### src/mip_chain_layout_generator_unit_assert.svh
// ----------------------------------------------------------------------------
// Assertion macros for the mip chain layout generator
// Concurrent checks clocked on clock and disabled while reset is high.
// ----------------------------------------------------------------------------
`ifndef MIP_CHAIN_LAYOUT_GENERATOR_UNIT_ASSERT_SVH
`define MIP_CHAIN_LAYOUT_GENERATOR_UNIT_ASSERT_SVH

// The consequent must hold in the same cycle as the antecedent.
`define MCLG_ASSERT_SAME(label, ante, cons) \
   label: assert property (@(posedge clock) disable iff (reset) (ante) |-> (cons)) \
      else $error("mclg same-cycle check failed");

// The consequent must hold in the cycle after the antecedent.
`define MCLG_ASSERT_NEXT(label, ante, cons) \
   label: assert property (@(posedge clock) disable iff (reset) (ante) |=> (cons)) \
      else $error("mclg next-cycle check failed");

`endif

### src/mclg_pkg.sv
`timescale 1ns / 1ps
// ----------------------------------------------------------------------------
// mclg_pkg
// Shared widths, codes, beat layouts and controller types of the mip chain
// layout generator.
// ----------------------------------------------------------------------------
package mclg_pkg;

   localparam int KIND_W          = 2;
   localparam int DIM_W           = 15;
   localparam int LAYER_W         = 12;
   localparam int LEVEL_W         = 4;
   localparam int BLK_W           = 4;
   localparam int BPB_W           = 6;
   localparam int OFF_W           = 48;
   localparam int MAX_LEVELS      = 15;
   localparam int ALIGN_BYTES_DEF = 16;

   // Offset remainder unit: bits of the offset consumed per cycle.
   localparam int REM_DIGITS = 8;
   localparam int REM_STEPS  = OFF_W / REM_DIGITS;

   // Block count divider: dividend is a dimension plus block size minus one.
   localparam int DIV_NUM_W  = DIM_W + 1;
   localparam int DIV_DIGITS = 4;
   localparam int DIV_STEPS  = DIV_NUM_W / DIV_DIGITS;

   localparam int STEP_W = $clog2(REM_STEPS);

   localparam logic [KIND_W-1:0] KIND_1D = 2'd0;
   localparam logic [KIND_W-1:0] KIND_2D = 2'd1;
   localparam logic [KIND_W-1:0] KIND_3D = 2'd2;

   typedef struct packed {
      logic [4:0]         pad;
      logic [BPB_W-1:0]   bytes_per_block;
      logic [BLK_W-1:0]   block_height;
      logic [BLK_W-1:0]   block_width;
      logic [LEVEL_W-1:0] levels_wanted;
      logic [LAYER_W-1:0] layer_count;
      logic [DIM_W-1:0]   base_depth;
      logic [DIM_W-1:0]   base_height;
      logic [DIM_W-1:0]   base_width;
   } req_data_type;

   typedef struct packed {
      logic [2:0]         pad;
      logic [OFF_W-1:0]   total_size;
      logic [DIM_W-1:0]   level_depth;
      logic [DIM_W-1:0]   level_height;
      logic [DIM_W-1:0]   level_width;
      logic [DIM_W-1:0]   padded_column_texels;
      logic [DIM_W-1:0]   padded_row_texels;
      logic [DIM_W-1:0]   blocks_down;
      logic [DIM_W-1:0]   blocks_across;
      logic [OFF_W-1:0]   level_offset;
      logic [LEVEL_W-1:0] level;
   } rsp_data_type;

   typedef enum logic [2:0] {
      ST_IDLE,
      ST_SETUP,
      ST_ITER,
      ST_MUL1,
      ST_MUL2,
      ST_EMIT
   } mclg_state_type;

   typedef struct packed {
      logic load;
      logic iter_init;
      logic div_step;
      logic rem_step;
      logic mul1;
      logic mul2;
      logic emit;
   } mclg_cmd_type;

   typedef struct packed {
      logic out_free;
      logic last;
   } mclg_status_type;

endpackage

### src/mclg_div.sv
`timescale 1ns / 1ps
// ----------------------------------------------------------------------------
// mclg_div
// Iterative restoring divider for block counts, several quotient bits a cycle.
// ----------------------------------------------------------------------------
module mclg_div (
   input  logic                            clock,
   input  logic                            start,
   input  logic                            step,
   input  logic [mclg_pkg::DIV_NUM_W-1:0]  dividend,
   input  logic [mclg_pkg::BLK_W-1:0]      divisor,
   output logic [mclg_pkg::DIV_NUM_W-1:0]  quotient
);
   import mclg_pkg::*;

   // num_ff shifts the dividend out at the top and the quotient in below.
   logic [DIV_NUM_W-1:0] num_ff, num_in;
   logic [BLK_W-1:0]     rem_ff, rem_in;
   logic [BLK_W-1:0]     den_ff;

   always_comb begin
      logic [BLK_W:0]       trial;
      logic [DIV_NUM_W-1:0] num;
      logic [BLK_W-1:0]     rem;
      num = num_ff;
      rem = rem_ff;
      for (int i = 0; i < DIV_DIGITS; i++) begin
         trial = {rem, num[DIV_NUM_W-1]};
         if (trial >= {1'b0, den_ff}) begin
            trial = trial - {1'b0, den_ff};
            num   = {num[DIV_NUM_W-2:0], 1'b1};
         end else begin
            num   = {num[DIV_NUM_W-2:0], 1'b0};
         end
         rem = trial[BLK_W-1:0];
      end
      num_in = num;
      rem_in = rem;
   end

   always_ff @(posedge clock) begin
      if (start) begin
         num_ff <= dividend;
         rem_ff <= '0;
         den_ff <= divisor;
      end else if (step) begin
         num_ff <= num_in;
         rem_ff <= rem_in;
      end
   end

   assign quotient = num_ff;

endmodule

### src/mclg_dp.sv
`timescale 1ns / 1ps
// ----------------------------------------------------------------------------
// mclg_dp
// Datapath: descriptor registers, block count dividers, offset alignment,
// level size multipliers and the result register.
// ----------------------------------------------------------------------------
module mclg_dp #(
   parameter int ALIGN_BYTES = mclg_pkg::ALIGN_BYTES_DEF
) (
   input  logic                        clock,
   input  logic                        reset,
   input  mclg_pkg::mclg_cmd_type      cmd,
   output mclg_pkg::mclg_status_type   status,
   input  logic [mclg_pkg::KIND_W-1:0] req_kind,
   input  mclg_pkg::req_data_type      req_data,
   output logic                        rsp_valid,
   input  logic                        rsp_ready,
   output mclg_pkg::rsp_data_type      rsp_data,
   output logic                        rsp_last
);
   import mclg_pkg::*;

   localparam int RW     = $clog2(ALIGN_BYTES) + 1;
   localparam int P1_W   = 2 * DIM_W;
   localparam int Q_W    = DIM_W + BPB_W;
   localparam int SIZE_W = P1_W + Q_W;
   localparam int SUM_W  = SIZE_W + 1;
   localparam logic [RW:0] ALIGN_V = (RW + 1)'(ALIGN_BYTES);

   function automatic logic [DIM_W-1:0] halve(input logic [DIM_W-1:0] v);
      logic [DIM_W-1:0] h;
      h = v >> 1;
      return (h == '0) ? DIM_W'(1) : h;
   endfunction

   function automatic logic [LEVEL_W-1:0] bit_length(input logic [DIM_W-1:0] v);
      logic [LEVEL_W-1:0] n;
      n = '0;
      for (int i = 0; i < DIM_W; i++) begin
         if (v[i]) n = LEVEL_W'(i + 1);
      end
      return n;
   endfunction

   // Descriptor and per-level state.
   logic [DIM_W-1:0]   w_ff, h_ff, d_ff;
   logic [LAYER_W-1:0] layers_ff;
   logic               is3d_ff;
   logic [BLK_W-1:0]   bw_ff, bh_ff;
   logic [BPB_W-1:0]   bpb_ff;
   logic [LEVEL_W-1:0] nlev_ff;
   logic [LEVEL_W-1:0] level_ff;
   logic [OFF_W-1:0]   off_ff, off_in;

   // Remainder of the running offset modulo the alignment.
   logic [OFF_W-1:0]   offsh_ff;
   logic [RW-1:0]      rem_ff, rem_in;

   // Multiplier stages.
   logic [P1_W-1:0]    p1_ff;
   logic [Q_W-1:0]     q_ff;
   logic [SIZE_W-1:0]  size_ff;
   logic [OFF_W-1:0]   offal_ff, offal_in;
   logic [DIM_W-1:0]   padrow_ff, padcol_ff;

   logic [DIV_NUM_W-1:0] quo_x, quo_y;
   logic [DIM_W-1:0]     bx, by;

   // Result register.
   logic               rsp_valid_ff;
   rsp_data_type       rsp_data_ff;
   logic               rsp_last_ff;

   // Load-time values after the kind and zero-extent rules.
   logic [DIM_W-1:0]   ld_w, ld_h, ld_d, ld_max;
   logic [LAYER_W-1:0] ld_layers;
   logic [LEVEL_W-1:0] ld_nlev;

   always_comb begin
      ld_w      = (req_data.base_width  == '0) ? DIM_W'(1) : req_data.base_width;
      ld_h      = (req_data.base_height == '0) ? DIM_W'(1) : req_data.base_height;
      ld_d      = (req_data.base_depth  == '0) ? DIM_W'(1) : req_data.base_depth;
      ld_layers = (req_data.layer_count == '0) ? LAYER_W'(1) : req_data.layer_count;
      if (req_kind == KIND_1D) begin
         ld_h = DIM_W'(1);
         ld_d = DIM_W'(1);
      end else if (req_kind == KIND_3D) begin
         ld_layers = LAYER_W'(1);
      end else begin
         ld_d = DIM_W'(1);
      end
      ld_max = ld_w;
      if (ld_h > ld_max) ld_max = ld_h;
      if (ld_d > ld_max) ld_max = ld_d;
      ld_nlev = (req_data.levels_wanted == '0) ? bit_length(ld_max)
                                               : req_data.levels_wanted;
      if (ld_nlev > LEVEL_W'(MAX_LEVELS)) ld_nlev = LEVEL_W'(MAX_LEVELS);
   end

   mclg_div u_div_x (
      .clock    (clock),
      .start    (cmd.iter_init),
      .step     (cmd.div_step),
      .dividend ({1'b0, w_ff} + DIV_NUM_W'(bw_ff) - DIV_NUM_W'(1)),
      .divisor  (bw_ff),
      .quotient (quo_x)
   );

   mclg_div u_div_y (
      .clock    (clock),
      .start    (cmd.iter_init),
      .step     (cmd.div_step),
      .dividend ({1'b0, h_ff} + DIV_NUM_W'(bh_ff) - DIV_NUM_W'(1)),
      .divisor  (bh_ff),
      .quotient (quo_y)
   );

   assign bx = quo_x[DIM_W-1:0];
   assign by = quo_y[DIM_W-1:0];

   // Digit-serial remainder: one offset byte per cycle, most significant first.
   always_comb begin
      logic [RW:0]   trial;
      logic [RW-1:0] rem;
      rem = rem_ff;
      for (int i = 0; i < REM_DIGITS; i++) begin
         trial = {rem, offsh_ff[OFF_W-1-i]};
         if (trial >= ALIGN_V) trial = trial - ALIGN_V;
         rem = trial[RW-1:0];
      end
      rem_in = rem;
   end

   // Round the offset up to the alignment, saturating at the top of the range.
   always_comb begin
      logic [OFF_W:0] up;
      up = {1'b0, off_ff} + (OFF_W + 1)'(ALIGN_V - {1'b0, rem_ff});
      if (rem_ff == '0) begin
         offal_in = off_ff;
      end else if (up[OFF_W]) begin
         offal_in = '1;
      end else begin
         offal_in = up[OFF_W-1:0];
      end
   end

   always_comb begin
      logic [SUM_W-1:0] sum;
      sum = {{(SUM_W - OFF_W){1'b0}}, offal_ff} + {1'b0, size_ff};
      off_in = (sum[SUM_W-1:OFF_W] != '0) ? '1 : sum[OFF_W-1:0];
   end

   always_ff @(posedge clock) begin
      if (cmd.load) begin
         w_ff      <= ld_w;
         h_ff      <= ld_h;
         d_ff      <= ld_d;
         layers_ff <= ld_layers;
         is3d_ff   <= (req_kind == KIND_3D);
         bw_ff     <= (req_data.block_width  == '0) ? BLK_W'(1) : req_data.block_width;
         bh_ff     <= (req_data.block_height == '0) ? BLK_W'(1) : req_data.block_height;
         bpb_ff    <= req_data.bytes_per_block;
         nlev_ff   <= ld_nlev;
         level_ff  <= '0;
         off_ff    <= '0;
      end else if (cmd.emit) begin
         w_ff     <= halve(w_ff);
         h_ff     <= halve(h_ff);
         d_ff     <= halve(d_ff);
         level_ff <= level_ff + LEVEL_W'(1);
         off_ff   <= off_in;
      end

      if (cmd.iter_init) begin
         offsh_ff <= off_ff;
         rem_ff   <= '0;
      end else if (cmd.rem_step) begin
         offsh_ff <= offsh_ff << REM_DIGITS;
         rem_ff   <= rem_in;
      end

      if (cmd.mul1) begin
         p1_ff     <= {{DIM_W{1'b0}}, bx} * {{DIM_W{1'b0}}, by};
         // Only one of depth and layers can exceed one for a given kind.
         q_ff      <= {{BPB_W{1'b0}}, (is3d_ff ? d_ff : DIM_W'(layers_ff))}
                      * {{DIM_W{1'b0}}, bpb_ff};
         offal_ff  <= offal_in;
         padrow_ff <= DIM_W'({{BLK_W{1'b0}}, bx} * {{DIM_W{1'b0}}, bw_ff});
         padcol_ff <= DIM_W'({{BLK_W{1'b0}}, by} * {{DIM_W{1'b0}}, bh_ff});
      end

      if (cmd.mul2) begin
         size_ff <= {{Q_W{1'b0}}, p1_ff} * {{P1_W{1'b0}}, q_ff};
      end

      if (cmd.emit) begin
         rsp_data_ff.pad                  <= '0;
         rsp_data_ff.level                <= level_ff;
         rsp_data_ff.level_offset         <= offal_ff;
         rsp_data_ff.blocks_across        <= bx;
         rsp_data_ff.blocks_down          <= by;
         rsp_data_ff.padded_row_texels    <= padrow_ff;
         rsp_data_ff.padded_column_texels <= padcol_ff;
         rsp_data_ff.level_width          <= w_ff;
         rsp_data_ff.level_height         <= h_ff;
         rsp_data_ff.level_depth          <= d_ff;
         rsp_data_ff.total_size           <= off_in;
         rsp_last_ff                      <= status.last;
      end
   end

   always_ff @(posedge clock) begin
      if (reset) begin
         rsp_valid_ff <= 1'b0;
      end else if (cmd.emit) begin
         rsp_valid_ff <= 1'b1;
      end else if (rsp_ready) begin
         rsp_valid_ff <= 1'b0;
      end
   end

   assign status.out_free = !rsp_valid_ff || rsp_ready;
   assign status.last     = ((level_ff + LEVEL_W'(1)) == nlev_ff);

   assign rsp_valid = rsp_valid_ff;
   assign rsp_data  = rsp_data_ff;
   assign rsp_last  = rsp_last_ff;

endmodule

### src/mclg_ctrl.sv
`timescale 1ns / 1ps
// ----------------------------------------------------------------------------
// mclg_ctrl
// Controller: sequences each mip level through setup, iteration, two
// multiplier stages and the write into the result register.
// ----------------------------------------------------------------------------
module mclg_ctrl (
   input  logic                      clock,
   input  logic                      reset,
   input  logic                      req_valid,
   output logic                      req_ready,
   input  mclg_pkg::mclg_status_type status,
   output mclg_pkg::mclg_cmd_type    cmd
);
   import mclg_pkg::*;

   mclg_state_type     state_ff, state_in;
   logic [STEP_W-1:0]  step_ff, step_in;

   always_comb begin
      state_in = state_ff;
      case (state_ff)
         ST_IDLE: begin
            if (req_valid) state_in = ST_SETUP;
         end
         ST_SETUP: begin
            state_in = ST_ITER;
         end
         ST_ITER: begin
            if (step_ff == STEP_W'(REM_STEPS - 1)) state_in = ST_MUL1;
         end
         ST_MUL1: begin
            state_in = ST_MUL2;
         end
         ST_MUL2: begin
            state_in = ST_EMIT;
         end
         ST_EMIT: begin
            if (status.out_free) state_in = status.last ? ST_IDLE : ST_SETUP;
         end
         default: begin
            state_in = ST_IDLE;
         end
      endcase
   end

   always_comb begin
      cmd       = '0;
      req_ready = 1'b0;
      step_in   = step_ff;
      case (state_ff)
         ST_IDLE: begin
            req_ready = 1'b1;
            cmd.load  = req_valid;
         end
         ST_SETUP: begin
            cmd.iter_init = 1'b1;
            step_in       = '0;
         end
         ST_ITER: begin
            cmd.rem_step = 1'b1;
            cmd.div_step = (step_ff < STEP_W'(DIV_STEPS));
            step_in      = step_ff + STEP_W'(1);
         end
         ST_MUL1: begin
            cmd.mul1 = 1'b1;
         end
         ST_MUL2: begin
            cmd.mul2 = 1'b1;
         end
         ST_EMIT: begin
            cmd.emit = status.out_free;
         end
         default: begin
            cmd = '0;
         end
      endcase
   end

   always_ff @(posedge clock) begin
      if (reset) begin
         state_ff <= ST_IDLE;
         step_ff  <= '0;
      end else begin
         state_ff <= state_in;
         step_ff  <= step_in;
      end
   end

endmodule

### src/mip_chain_layout_generator_unit.sv
`timescale 1ns / 1ps
// ----------------------------------------------------------------------------
// mip_chain_layout_generator_unit
// Lays a texture's mip chain out linearly in a buffer, one result beat per
// level, with the aligned start offset, block counts, padded extents and the
// running end offset.
// ----------------------------------------------------------------------------
// Each descriptor beat is taken only while the unit is idle. Every mip level
// then passes through a setup step, an iteration in which the offset
// remainder unit consumes the 48-bit running offset one byte per cycle (the
// two block count dividers finish within it), two multiplier stages for the
// level size, and the write into the result register. A stalled result
// holds the level write until its register frees. Offsets and totals
// saturate at 2^48 - 1.
module mip_chain_layout_generator_unit #(
   parameter int ALIGN_BYTES = mclg_pkg::ALIGN_BYTES_DEF
) (
   input  logic         clock,
   input  logic         reset,
   input  logic         req_tvalid,
   output logic         req_tready,
   // base_width, base_height, base_depth, layer_count, levels_wanted,
   // block_width, block_height, bytes_per_block, zero pad
   input  logic [79:0]  req_tdata,
   // image_kind
   input  logic [1:0]   req_tuser,
   output logic         rsp_tvalid,
   input  logic         rsp_tready,
   // level, level_offset, blocks_across, blocks_down, padded_row_texels,
   // padded_column_texels, level_width, level_height, level_depth,
   // total_size, zero pad
   output logic [207:0] rsp_tdata,
   output logic         rsp_tlast
);
   import mclg_pkg::*;
   `include "mip_chain_layout_generator_unit_assert.svh"

   mclg_cmd_type    cmd;
   mclg_status_type status;
   req_data_type    req_data;
   rsp_data_type    rsp_data;

   assign req_data  = req_data_type'(req_tdata);
   assign rsp_tdata = rsp_data;

   mclg_ctrl u_ctrl (
      .clock     (clock),
      .reset     (reset),
      .req_valid (req_tvalid),
      .req_ready (req_tready),
      .status    (status),
      .cmd       (cmd)
   );

   mclg_dp #(
      .ALIGN_BYTES (ALIGN_BYTES)
   ) u_dp (
      .clock     (clock),
      .reset     (reset),
      .cmd       (cmd),
      .status    (status),
      .req_kind  (req_tuser),
      .req_data  (req_data),
      .rsp_valid (rsp_tvalid),
      .rsp_ready (rsp_tready),
      .rsp_data  (rsp_data),
      .rsp_last  (rsp_tlast)
   );

   // A descriptor occupies the unit for at least one full level.
   `MCLG_ASSERT_NEXT(a_busy_after_accept, req_tvalid && req_tready, !req_tready)
   // The end offset of a level never lies before its start.
   `MCLG_ASSERT_SAME(a_end_after_start, rsp_tvalid,
                     rsp_data.total_size >= rsp_data.level_offset)
   // The first level always starts at the buffer base.
   `MCLG_ASSERT_SAME(a_level0_at_base, rsp_tvalid && (rsp_data.level == '0),
                     rsp_data.level_offset == '0)

endmodule

### config.mk
export PLATFORM = sky130hd
export DESIGN_NAME = mip_chain_layout_generator_unit
export DESIGN_NICKNAME = d
export VERILOG_FILES = /design/src/mclg_pkg.sv /design/src/mclg_div.sv /design/src/mclg_dp.sv /design/src/mclg_ctrl.sv /design/src/mip_chain_layout_generator_unit.sv
export VERILOG_INCLUDE_DIRS = /design/src /design/src/src
export SDC_FILE = /design/constraint.sdc
export NUM_CORES = 2
export LEC_CHECK = 0
export ABC_AREA = 1
export BUFFER_PORTS_ARGS = -buffer_cell sky130_fd_sc_hd__buf_2
export CAP_MARGIN = 20
export CORE_ASPECT_RATIO = 1.75
export CORE_MARGIN = 2
export CORE_UTILIZATION = 34
export CTS_CLUSTER_SIZE = 16
export DETAILED_ROUTE_END_ITERATION = 7
export GPL_TIMING_DRIVEN = 0
export SYNTH_ARGS = -nofsm -noshare
export SYNTH_HDL_FRONTEND = slang
export SYNTH_SLANG_ARGS = --single-unit
export TNS_END_PERCENT = 50
### constraint.sdc
create_clock -name clock -period 15.2 [get_ports clock]
set_input_delay 0 -clock clock [delete_from_list [all_inputs] [get_ports clock]]
set_output_delay 0 -clock clock [all_outputs]
set_load 0.02 [all_outputs]
Word level (Yosys, flattened, before mapping)
Index checks and enable logic that the tools add are counted.
{"block": "totals", "output_inout_bits": 211, "wordCells": 207, "input_bits": 86, "register_bits": 622}
{"block": "classes", "n_mul": 5, "n_reduce_logical": 22, "mux": 85, "addsub": 25, "n_lt_le_gt_ge": 20, "n_eq_ne": 11}
{"operator": "$mux 48", "count": 5}
{"operator": "$mux 15", "count": 15}
{"operator": "$logic_not 15->1", "count": 6}
{"operator": "$mux 4", "count": 17}
{"operator": "$mux 16", "count": 4}
{"operator": "$add 48x51->52", "count": 1}
{"operator": "$mul 30x21->51", "count": 1}
{"operator": "$add 48x49->49", "count": 1}
{"operator": "$ge 6x5->1 const B", "count": 8}
{"operator": "$mux 14", "count": 3}
{"operator": "$ge 5x4->1", "count": 8}
{"operator": "$mux 5", "count": 8}
{"operator": "$sub 5x5->5 const B", "count": 8}
{"operator": "$mux 12", "count": 3}
{"operator": "$add 15x4->16", "count": 2}
{"operator": "$sub 16x1->16 const B", "count": 2}
{"operator": "$sub 4x4->4", "count": 8}
{"operator": "$gt 15x15->1", "count": 2}
{"operator": "$mul 15x15->30", "count": 1}
{"operator": "$mul 15x4->15", "count": 2}
{"operator": "$mul 15x6->21", "count": 1}
{"operator": "$mux 3", "count": 7}
{"operator": "$mux 1", "count": 18}
{"operator": "$pmux 3 s6", "count": 1}
{"operator": "other kinds (24)", "count": 36}

Logic depth before layout (Yosys ltp)
{"block": "depth", "word_depth": 24, "ltp_mapped": 48, "ltp_nobuf": 45}

Cells and area by module
Synthesis repeated with hierarchy kept, for this count alone.
{"block": "unflattened", "hier_cells": 7311, "hier_area_um2": 64395.5}
{"module": "mclg_dp", "cells_per_inst": 6796, "seq_area_each_um2": 16475.8, "area_each_um2": 60112.7, "instances": 1}
{"module": "mclg_div", "cells_per_inst": 230, "seq_area_each_um2": 680.7, "area_each_um2": 1960.6, "instances": 2}
{"module": "mclg_ctrl", "cells_per_inst": 55, "seq_area_each_um2": 120.1, "area_each_um2": 361.6, "instances": 1}

Worst setup path after synthesis
No wires, ideal clock.
{"block": "synth_path", "path_type": "flip-flop to flip-flop", "start": "register u_ctrl.state_ff[0]", "end": "register u_dp.rsp_data_ff (netlist bit u_dp.rsp_data[0]), enable pin", "required_ns": 14.549, "setup_time_ns": 0.651, "path_buffers": 1, "period_less_slack_ns": 7.341, "stages_incl_launch_ff": 8, "t_arrival_ns": 6.690, "slack_ns": 7.859, "path_cell_list": "dfxtp_1 inv_1 nor2_1 inv_1 nor2_1 inv_1 nor2_1 clkbuf_1"}
{"item": "from (decl)", "line": "mclg_ctrl.sv:17", "source": "mclg_state_type state_ff, state_in;"}
{"item": "from (signal assigned)", "line": "mclg_ctrl.sv:85", "source": "state_ff <= state_in;"}
{"item": "to (decl)", "line": "mclg_dp.sv:71", "source": "rsp_data_type rsp_data_ff;"}

Worst setup path after layout
{"block": "layout_path", "start": "register u_dp.q_ff[5]", "end": "register u_dp.size_ff[50], data pin"}
{"block": "layout_between", "elab_chain_cells": 1}
{"item": "from (decl)", "line": "mclg_dp.sv:61", "source": "logic [Q_W-1:0] q_ff;"}
{"item": "from (signal assigned)", "line": "mclg_dp.sv:185", "source": "q_ff <= {{BPB_W{1'b0}}, (is3d_ff ? d_ff : DIM_W'(layers_ff))}"}
{"item": "$mul 30x21->51", "line": "mclg_dp.sv:193", "source": "size_ff <= {{Q_W{1'b0}}, p1_ff} * {{P1_W{1'b0}}, q_ff};"}
{"item": "to (signal assigned)", "line": "mclg_dp.sv:193"}
{"item": "to (decl)", "line": "mclg_dp.sv:62", "source": "logic [SIZE_W-1:0] size_ff;"}
No other way between the ends.
A chain may end at the register's enable or synchronous reset.

==> metrics.txt <==
outcome complete, no violations; CP max stage cell clkbuf_1; drt initial violations 2934; fin. max-slew vios 0; Die X 332.3 um; Synth Area in Compound Gates 7.009%; Layout Nets 9196; Die Ht 578.5 um; crit path launch type flop; GRT Overall Usage 21.82%; worst-case clock buffer depth 3; most frequent cells in the layout 1865 x nand2_1, 1630 x inv_1, 807 x fa_1, 550 x edfxtp_1, 521 x ha_1; Avg Cell Area, Syn 8.773 um2; Syn Inst Count 7309; ratio of cells with drive above 1 in the final layout 6.429%; Detail Route Antenna Nets 0; TritonCTS Buffers 70; max-cap violation count 0; Resize count post-CTS 0; postcts setup bufs 0; global-route wire length before repair 314600 um; commonest non-fill, non-tap cell in the layout nand2_1; CTS tree yes; clock slew at reported path FFs 0.06 ns; CP Data Arrival Time 8.69 ns; DR vias/cell 4.936; largest net degree at the start of global routing 74; Routability Congestion 1.009; min Tclk post-route 8.193 ns; routed length per instance 20.43 um; Detail Placement HPWL 177200 um; Post-Synth Adder-Cell Area 35.36%; H-tree levels 3; actual slew at the worst max-slew pin 1.124 ns; Seq/Total Area, Yosys 28.00%; routed wire length 210000 um; PortBufs 288; Synth Area in XOR/XNOR 3.442%; Final period util 53.90%; vias in the first global route 54170; Min-Delay Path Class input port to flop; main combinational cell family by area after synthesis adder cells; clk_lat worst skew 0.72 ns; 1st-pass router iterations 6; flops & latches, synth 622; RSZ-0062 raised after global routing no; Post-Synth Simple-Gate Area 14.85%; Setup crit end kind flop; Synth Cell Area 0.06413 mm2; number of distinct library cells after synthesis 67; Starting Density 34.23%; global route overflow 0; mux contribution to synthesized area 0.03317%; reg2reg setup slack 7.01 ns; vias 50740; Max Clk Rate 122.1 MHz; die area 0.1922 mm2; clock skew 0.04870 ns; Max Fanout on Critical Path 10; hold-fix buffers at CTS 99; Worst EP required 15.70 ns; Post-synth ARST share 0%; Boundary Pins 297; root buf cell clkbuf_16; Max-slew headroom 25.06%; Post-synth EDFFs 550; Sink Count 622; Layout area overhead 12.94%; crit-path max cell delay 0.80 ns; initial antenna violation count 6; total negative slack 0 ns; core area 0.1873 mm2; DR DRC count 0; YS warnings 0; final setup vio count 0; Row Count 210; Fin. Hold Viols 0; WS Path Type flop to flop; Main synth FF type edfxtp_1
## critical path: cells and delay by family (launching register included)
family | cells | cell delay [ns]
compound gates | 7 | 1.75
xor+xnor | 1 | 0.29
fa+ha+maj | 8 | 3.54
buf+inv | 7 | 1.09
flops | 1 | 0.48
simple gates | 7 | 0.85
## worst paths after layout
| path | startpoint | end | depth (start not counted) |
|---|---|---|---|
| max | u_dp.q_ff[5] | u_dp.size_ff[50] | 30 |
| max reg2reg | u_dp.q_ff[5] | u_dp.size_ff[50] | 30 |
| min reg2reg | u_dp.offal_ff[8] | u_dp.rsp_data[12] | 0 |
| min | req_tdata[74] | u_dp.bpb_ff[5] | 2 |
## state kept, by name, summed over array words and instances, names as in the netlist, 5 cells and up
name and flops:
u_dp.bpb_ff 6, u_dp.d_ff 15, u_dp.h_ff 15, u_dp.layers_ff 12, u_dp.off_ff 48, u_dp.offal_ff 48, u_dp.offsh_ff 48, u_dp.p1_ff 30
u_dp.padcol_ff 15, u_dp.padrow_ff 15, u_dp.q_ff 21, u_dp.rem_ff 5, u_dp.rsp_data 205, u_dp.size_ff 51, u_dp.u_div_x.quotient 16, u_dp.u_div_y.quotient 16
u_dp.w_ff 15
## synth_stat cells, types with 16 or more instances
cell,number,share of area (%)
nand2_1,1866,11
clkbuf_1,249,1.5
xnor2_1,96,1.3
nand2_4,16,0.28
o21ai_1,26,0.20
nor3_1,23,0.18
o22ai_1,19,0.19
ha_1,521,10
nand3_1,90,0.70
edfxtp_1,550,26
fa_1,807,25
o21bai_1,19,0.22
o21a_1,28,0.33
xor2_1,156,2.1
a21oi_1,313,2.4
nor4_1,16,0.16
nand4_1,26,0.25
inv_1,1632,9.6
dfxtp_1,72,2.2
o21ai_0,223,1.7
nor2_1,340,2.0
a31oi_1,66,0.64
## metrics by stage
stage	instance area (um2)	worst slack [ns]	util, %	hold WS, ns	cells
finish	72430	7.007	38.66	0.04201	10280
global route	72420	6.737	38.66	0.02107	10280
CTS	72420	6.955	38.65	0.01051	10280
detailed placement	68930	7.007	36.79	0.1785	10050
global placement	68620	4.349	36.63	0.1837	10040
floorplan	64130	7.859	-	0.06907	7311
## metal layers
metal	share of wire [%]	GRT usage (%)	vias up
li1	-	-	23410
met1	34	21.07	24740
met2	52	40.95	1833
met3	5.0	3.240	759
met4	9.6	17.90	2
met5	0.0095	0	-
## logic make-up after synthesis
kind of cell             Yosys count
AO/OA/AOI/OAI                    786
XOR/XNOR                         252
adder cells (fa/ha/maj)         1328
buffers and inverters           1907
flip-flops                       622
multiplexers                       2
other                              1
AND/OR/NAND/NOR                 2411
## final cells by class
type	instances	area (um2)
clock buffers	85	1901
diodes	4	10.01
multi-input cells	4782	38950
fillers	18880	114900
well taps	2438	3050
clock inverters	44	596.8
repair buffers	399	2710
inverters	1636	6141
flip-flops and latches	622	17960
plain buffers	271	1106
Power is not shown: default switching activity piles up to over one toggle a cycle in this logic, so the estimate is an artifact.
